<file path="config.mk">
export PLATFORM = sky130hd
export DESIGN_NAME = rbst_recip
export DESIGN_NICKNAME = d
export VERILOG_FILES = /design/src/hdl/rbst_pkg.sv /design/src/hdl/rbst_recip.sv
export SDC_FILE = /design/constraint.sdc
export NUM_CORES = 2
export LEC_CHECK = 0
export ABC_AREA = 0
export BUFFER_PORTS_ARGS = -buffer_cell sky130_fd_sc_hd__buf_2
export CORE_MARGIN = 2
export CORE_UTILIZATION = 35
export CTS_CLUSTER_DIAMETER = 60
export DETAILED_ROUTE_END_ITERATION = 8
export SLEW_MARGIN = 40
export SYNTH_ARGS = -nofsm -noshare
export SYNTH_HDL_FRONTEND = slang
export SYNTH_SLANG_ARGS = --single-unit
</file>
<file path="constraint.sdc">
create_clock -name i_clk -period 13.76 [get_ports i_clk]
set_input_delay 2.752 -clock i_clk [delete_from_list [all_inputs] [get_ports i_clk]]
set_output_delay 2.752 -clock i_clk [all_outputs]
set_load 0.01 [all_outputs]
</file>
<file path="src/hdl/rbst_pkg.sv">
// Shared types, constants and helper functions for the ray/box slab test.
`default_nettype none

package rbst_pkg;

    // Coordinate format: signed Q16.16
    localparam int CW      = 32;
    localparam int FRAC    = 16;
    localparam int NAXES   = 3;

    // Reciprocal divider: dividend is 1.0 in Q16.16 times 2^16, i.e. 2^32
    localparam int QW              = CW + 1;
    localparam int DIVIDEND_BIT    = 2 * FRAC;
    localparam int STEPS_PER_STAGE = 4;
    localparam int DIV_STAGES      = (QW + STEPS_PER_STAGE - 1) / STEPS_PER_STAGE;
    localparam int DIV_TOP_BIT     = DIV_STAGES * STEPS_PER_STAGE - 1;
    // input register + divider stages + saturation register
    localparam int RECIP_LAT       = DIV_STAGES + 2;

    // Plane distance widths
    localparam int DW = CW + 1;          // plane - origin
    localparam int PW = DW + CW;         // product with reciprocal
    localparam int SW = PW - FRAC;       // product after the Q16.16 shift

    typedef logic signed [CW-1:0] t_coord;

    localparam t_coord COORD_TOP    = {1'b0, {(CW-1){1'b1}}};
    localparam t_coord COORD_BOTTOM = {1'b1, {(CW-1){1'b0}}};

    // Fields that ride alongside the reciprocal pipeline
    typedef struct packed {
        t_coord [NAXES-1:0] org;
        t_coord [NAXES-1:0] lo;
        t_coord [NAXES-1:0] hi;
        t_coord             t0;
        t_coord             t1;
    } t_side;

    // Partial remainder / quotient of the restoring divider
    typedef struct packed {
        logic [CW-1:0] rem;
        logic [QW-1:0] quo;
    } t_div;

    // A group of restoring division steps on the constant dividend 2^32
    function automatic t_div div_chunk(input t_div cur, input logic [CW-1:0] den,
                                       input int first_bit);
        t_div        res;
        logic [CW:0] trial;
        int          j;
        res = cur;
        for (int b = 0; b < STEPS_PER_STAGE; b++) begin
            j     = first_bit - b;
            trial = {res.rem, (j == DIVIDEND_BIT)};
            if (trial >= {1'b0, den}) begin
                trial   = trial - {1'b0, den};
                res.rem = trial[CW-1:0];
                res.quo = {res.quo[QW-2:0], 1'b1};
            end else begin
                res.rem = trial[CW-1:0];
                res.quo = {res.quo[QW-2:0], 1'b0};
            end
        end
        return res;
    endfunction

    // Saturate a shifted product to the coordinate range
    function automatic t_coord sat_coord(input logic [SW-1:0] v);
        if (v[SW-1:CW-1] == {(SW-CW+1){1'b0}} || v[SW-1:CW-1] == {(SW-CW+1){1'b1}}) begin
            return t_coord'(v[CW-1:0]);
        end else if (v[SW-1]) begin
            return COORD_BOTTOM;
        end else begin
            return COORD_TOP;
        end
    endfunction

endpackage

`default_nettype wire

</file>
<file path="src/hdl/rbst_recip.sv">
// Pipelined Q16.16 reciprocal (1.0 / d) with saturation, one lane.
`default_nettype none

module rbst_recip
    import rbst_pkg::*;
(
    input  wire logic   i_clk,
    input  wire logic   i_en,
    input  wire t_coord i_d,
    output t_coord      o_inv
);

    // Input stage: magnitude and sign
    logic [CW-1:0] r_abs;
    logic          r_neg;
    logic          r_zero;

    always_ff @(posedge i_clk) begin
        if (i_en) begin
            r_abs  <= i_d[CW-1] ? (CW'(0) - i_d) : i_d;
            r_neg  <= i_d[CW-1];
            r_zero <= (i_d == t_coord'(0));
        end
    end

    // Divider stages, STEPS_PER_STAGE quotient bits each
    t_div          r_div  [DIV_STAGES];
    logic [CW-1:0] r_den  [DIV_STAGES];
    logic          r_sneg [DIV_STAGES];
    logic          r_szero[DIV_STAGES];
    t_div          n_div  [DIV_STAGES];

    for (genvar k = 0; k < DIV_STAGES; k++) begin : g_stage
        if (k == 0) begin : g_first
            always_comb begin
                n_div[k] = div_chunk('0, r_abs, DIV_TOP_BIT);
            end
            always_ff @(posedge i_clk) begin
                if (i_en) begin
                    r_div[k]   <= n_div[k];
                    r_den[k]   <= r_abs;
                    r_sneg[k]  <= r_neg;
                    r_szero[k] <= r_zero;
                end
            end
        end else begin : g_rest
            always_comb begin
                n_div[k] = div_chunk(r_div[k-1], r_den[k-1],
                                     DIV_TOP_BIT - k * STEPS_PER_STAGE);
            end
            always_ff @(posedge i_clk) begin
                if (i_en) begin
                    r_div[k]   <= n_div[k];
                    r_den[k]   <= r_den[k-1];
                    r_sneg[k]  <= r_sneg[k-1];
                    r_szero[k] <= r_szero[k-1];
                end
            end
        end
    end

    // Sign and saturation
    logic [QW-1:0] quo;
    logic [QW-1:0] neg_quo;
    t_coord        n_inv;
    t_coord        r_inv;

    always_comb begin
        quo     = r_div[DIV_STAGES-1].quo;
        neg_quo = QW'(0) - quo;
        if (r_szero[DIV_STAGES-1]) begin
            n_inv = COORD_TOP;
        end else if (!r_sneg[DIV_STAGES-1]) begin
            n_inv = (quo[QW-1] || quo[QW-2]) ? COORD_TOP : t_coord'(quo[CW-1:0]);
        end else if (quo > {2'b01, {(QW-2){1'b0}}}) begin
            n_inv = COORD_BOTTOM;
        end else begin
            n_inv = t_coord'(neg_quo[CW-1:0]);
        end
    end

    always_ff @(posedge i_clk) begin
        if (i_en) begin
            r_inv <= n_inv;
        end
    end

    assign o_inv = r_inv;

endmodule

`default_nettype wire

</file>
* Yosys cells after proc, flatten, opt, wreduce, memory -nomap -nowiden
Memory sizes are Yosys's and may differ from the RTL's. Index checks and enable logic that the tools add are counted.
Storage, ports and cells: output and inout bits 32, bits in registers 66, memories 4, latch bits 0, ROM bits 0, RAM bits 891
Cells by class: shifts and indexed selects 0, reductions and logical operators 2, bitwise operators 0, add/sub/neg operators 38, magnitude comparators 37, div/mod/pow operators 0, multipliers 0, muxes and demuxes 42, eq/ne operators 0
Memories:
- r_div | depth 9, bits a word 65, read ports 9, clocked after Yosys merged registers in 0, write ports 9, line rbst_recip.sv:27 | t_div r_div [DIV_STAGES];
- r_den | depth 9, bits a word 32, read ports 8, clocked after Yosys merged registers in 0, write ports 9, line rbst_recip.sv:28 | logic [CW-1:0] r_den [DIV_STAGES];
- r_sneg | depth 9, bits a word 1, read ports 9, clocked after Yosys merged registers in 0, write ports 9, line rbst_recip.sv:29 | logic r_sneg [DIV_STAGES];
- r_szero | depth 9, bits a word 1, read ports 9, clocked after Yosys merged registers in 0, write ports 9, line rbst_recip.sv:30 | logic r_szero[DIV_STAGES];
Operators by type and width (count):
- $mux 65 | 36
- $ge 33x32->1 | 35
- $sub 32x32->32 | 35
- $mux 32 | 3
- $sub 1x32->32 const A | 3
- $gt 33x32->1 const B | 1
- $ge 1x32->1 const A | 1
- $logic_not 32->1 | 1
- $mux 31 | 1
- $mux 1 | 2
- $logic_or 1x1->1 | 1

* Logic depth before layout (Yosys ltp)
depth after elaboration 8, gate-level depth with buffers 60, gate-level depth less buffers 55

* Worst setup path after synthesis
OpenSTA, ideal clock, no wires.
path type flip-flop to flip-flop, from mem r_den[1][15], in the netlist r_den[0][47], to mem r_div[0][166] (netlist name), data pin, setup time 260 ps, path slack 1063 ps, data required time 13500 ps, path buffers 7, arrival time 12437 ps, cell stages (with the launch flop) 54, cell sequence edfxtp_1 -> inv_1 -> ha_1 -> clkbuf_1 -> nand2_1 -> o21ai_0 -> a2111oi_0 -> a21oi_1 -> o32a_1 -> o31ai_1 -> o21ai_1 -> clkbuf_1 -> clkbuf_1 -> mux2_2 -> ha_1 -> a21o_1 -> a21oi_1 -> nor2b_1 -> (+18 left out) -> clkbuf_1 -> clkbuf_1 -> nor2_1 -> ha_1 -> nor2b_1 -> o21ai_0 -> a21o_1 -> a31o_2 -> nand3_1 -> a32o_1 -> a221o_1 -> a2111oi_2 -> o21ai_0 -> a21oi_1 -> o21ai_0 -> a21oi_1 -> buf_2 -> mux2_2
RTL lines (line):
- start: declaration | rbst_recip.sv:28
- end: declaration | rbst_recip.sv:27

==> flow_summary.rst <==
.. list-table::
   :header-rows: 1

   * - Metric
     - Value
   * - Hold-fix buffers, CTS
     - 0
   * - Peak fanout along the critical path
     - 32
   * - Worst EP arrival
     - 13.74 ns
   * - Min-delay src
     - r_den[0][176]
   * - CP dominant cell by count
     - and3_1
   * - FF+latch count, synth
     - 749
   * - Critical path type
     - flip-flop to flip-flop
   * - Adder and majority cell fraction of the synthesized area
     - 15.5%
   * - Fin cells
     - 14600
   * - DR WL/cell
     - 23.1 um
   * - Footprint of the multi-input gates
     - 0.0645 mm^2
   * - Maximum number of buffers from clock root to sink
     - 3
   * - Status
     - completed
   * - Mapped Cells
     - 10400
   * - Post-Synth Simple-Gate Area
     - 14.7%
   * - Max-cap violations
     - 0
   * - Overflow left after global routing
     - 0
   * - Total number of nets in the final design
     - 12300
   * - Area fraction in compound gates after synthesis
     - 24.9%
   * - Initial cell density of the core
     - 35.2%
   * - Proportion of synthesized area in mux cells
     - 7.17%
   * - Hold Violations, Final
     - 0
   * - Total via count in the routed design
     - 84600
   * - Crit path time final
     - 13.26 ns
   * - Sinks on the clock net
     - 749
   * - DR DRC count
     - 0
   * - Number of instances in the placed design
     - 14400
   * - Total wirelength of the detailed-routed design
     - 338 mm
   * - Cell type contributing the most total cell area after synthesis
     - edfxtp_1
   * - Post-synth EDFFs
     - 749
   * - Synth top area cells
     - edfxtp_1, ha_1, mux2_2
   * - Site row count
     - 185
   * - Seq/Total Area, Yosys
     - 25.1%
   * - CTS H-tree depth
     - 3
   * - Setup skew after layout
     - 0.110 ns
   * - Critical path data required time
     - 14.24 ns
   * - Global-route wire length before repair
     - 500 mm
   * - CTS tree
     - done
   * - DIE WIDTH
     - 510 um
   * - Count of routing violations after the opening detailed-route iteration
     - 7053
   * - Share of async-settable or async-resettable flops after synthesis
     - 0%
   * - Number of CTS-inserted buffers
     - 114
   * - Number of global-route vias before repair
     - 81900
   * - Count leader, synth
     - ha_1
   * - Layout-stage area growth over the synthesis result
     - 16.0%
   * - Clock root buffer
     - clkbuf_16
   * - Crit path largest cell delay
     - 0.54 ns
   * - Filler instances
     - 25300
   * - Ratio of cells with drive above 1 in the final layout
     - 15.7%
   * - Post-synth design cell area
     - 0.0897 mm^2
   * - Register Area
     - 0.0225 mm^2
   * - Clock transition at the register clock pins on the worst setup and hold paths after CTS
     - 0.06 ns
   * - Final Slew Violations
     - 0
   * - Min-Delay Path Class
     - flip-flop to flip-flop
   * - Worst Setup Start Kind
     - flip-flop
   * - Yosys synthesis warning count
     - 0
   * - Synth top cells by count
     - ha_1, a21oi_1, nand2_1, edfxtp_1, nor2_1
   * - XOR/XNOR Fraction of Synth Area
     - 9.10%
   * - Port Buffer Count
     - 65
   * - Post-DP HPWL
     - 278 mm
   * - Tightest Pin Transition
     - 0.839 ns
   * - Top Ports
     - 66
   * - Start of the worst register-to-register path
     - r_den[0][134]
   * - Number of vias per cell after detailed routing
     - 5.78
   * - Distinct cell type count after synthesis
     - 106
   * - Post-synthesis area per instance
     - 8.63 um^2
   * - Antenna violations before repair
     - 26
   * - Number of iterations in the first detailed-routing pass
     - 7
   * - Max frequency
     - 75.4 MHz
   * - Vertical extent of the die
     - 510 um
   * - Largest net degree at the start of global routing
     - 163
   * - Kind of end point of the critical path
     - flip-flop
   * - Share of the clock period used by the worst path after layout
     - 96.4%
   * - Portion of synthesized cell area occupied by the leading cell type
     - 25.1%
   * - Critical-path cell with the highest stage delay
     - o21ai_1
   * - Residual antenna-violating net count after detailed routing
     - 0
   * - Combinational family with the most area after synthesis
     - compound AO/OA/AOI/OAI gates
   * - Total Routing Usage GR
     - 25.0%
   * - Number of setup violations in the final report
     - 0
   * - Hold_ws
     - 0.363 ns
   * - Dominant register cell in the synthesized netlist
     - edfxtp_1
   * - Launching instance or port of the critical path
     - r_den[0][134]
   * - Die area
     - 0.260 mm^2
   * - Clk_lat worst skew
     - 0.84 ns
   * - Final GP Congestion
     - 1.00
   * - Area of the core
     - 0.255 mm^2
   * - Slew margin rel.
     - 42.6%
[metal layers]
metal | vias to the layer above | global-route usage (%) | wire length [um]
li1 | 40600 | - | -
met1 | 40300 | 30.3 | 138000
met2 | 2934 | 42.1 | 157000
met3 | 804 | 3.31 | 19000
met4 | 20 | 15.0 | 23900
met5 | - | 0 | 147
[cells in the final DEF, fill, tap and decap left out, types with 141 or more instances in the layout]
| cell | Yosys | final |
|---|---|---|
| a21o_1 | 561 | 561 |
| buf_4 | 2 | 765 |
| xnor2_1 | 634 | 634 |
| xor2_1 | 298 | 298 |
| nand2_1 | 756 | 755 |
| edfxtp_1 | 749 | 749 |
| nor2_1 | 722 | 721 |
| nand4_1 | 141 | 141 |
| mux2_2 | 526 | 526 |
| a21oi_1 | 1007 | 998 |
| o21a_1 | 163 | 163 |
| nor3_1 | 182 | 178 |
| nand2b_1 | 155 | 155 |
| nand3_1 | 193 | 193 |
| inv_1 | 590 | 583 |
| nor2b_1 | 147 | 147 |
| o21bai_1 | 142 | 142 |
| o21ai_0 | 718 | 714 |
| ha_1 | 1097 | 1096 |
[final cells by class]
type	count	area share (%)
tap	3366	4.05
multi-input combinational	8834	62.0
clock inverter	87	1.00
timing repair buffer	859	6.38
clock buffer	127	2.79
inverter	605	2.20
sequential	749	21.6
antenna	8	0.0192
[sequential cells by signal, indices dropped and copies added (netlist names)]
register,cells
r_div,409
r_den,256
o_inv,32
r_abs,32
r_sneg,9
r_szero,9
r_neg,1
r_zero,1
[per-stage QoR]
step	utilization, %	instance area [um^2]	setup TNS (ns)	worst slack [ns]
after CTS	40.7	104000	0	0.00534
after floorplan	-	89800	0	1.06
final	40.9	104000	0	0.500
after detailed placement	39.2	99700	-8.41	-0.306
after global placement	39.1	99600	-0.0524	-0.0225
after global routing	40.9	104000	-0.0462	-0.0245
[logic make-up after synthesis]
group	Yosys count
AOI/OAI and AO/OA	3467
xor gates and xnor gates	932
adders and majority gates	1106
buffers and inverters	833
DFF	749
muxes	577
other	1
and+or+nand+nor	2736
[critical path, delay by kind of cell (launching register included)]
family	cells	cell delay (ns)
AO/OA/AOI/OAI	24	5.86
adder cells (fa/ha/maj)	4	1.31
buffers and inverters	8	1.45
flip-flops	1	0.43
multiplexers	4	1.27
AND/OR/NAND/NOR	13	2.61
[timing repair]
action	CTS	global route
buffers inserted	6	19
pin swaps	2	7
cloned	0	1
resized for setup	2	41
endpoints found under the setup margin	59	164
[path summary, 6_finish.rpt]
check                        to  slack, ns  cells past startpoint
hold reg to reg   r_den[0][208]       0.36                      0
hold / removal    r_den[0][208]       0.36                      0
setup / recovery  r_div[0][360]       0.50                     53
setup reg to reg  r_div[0][360]       0.50                     53
Power is not shown: default switching activity piles up to over one toggle a cycle in this logic, so the estimate is an artifact.
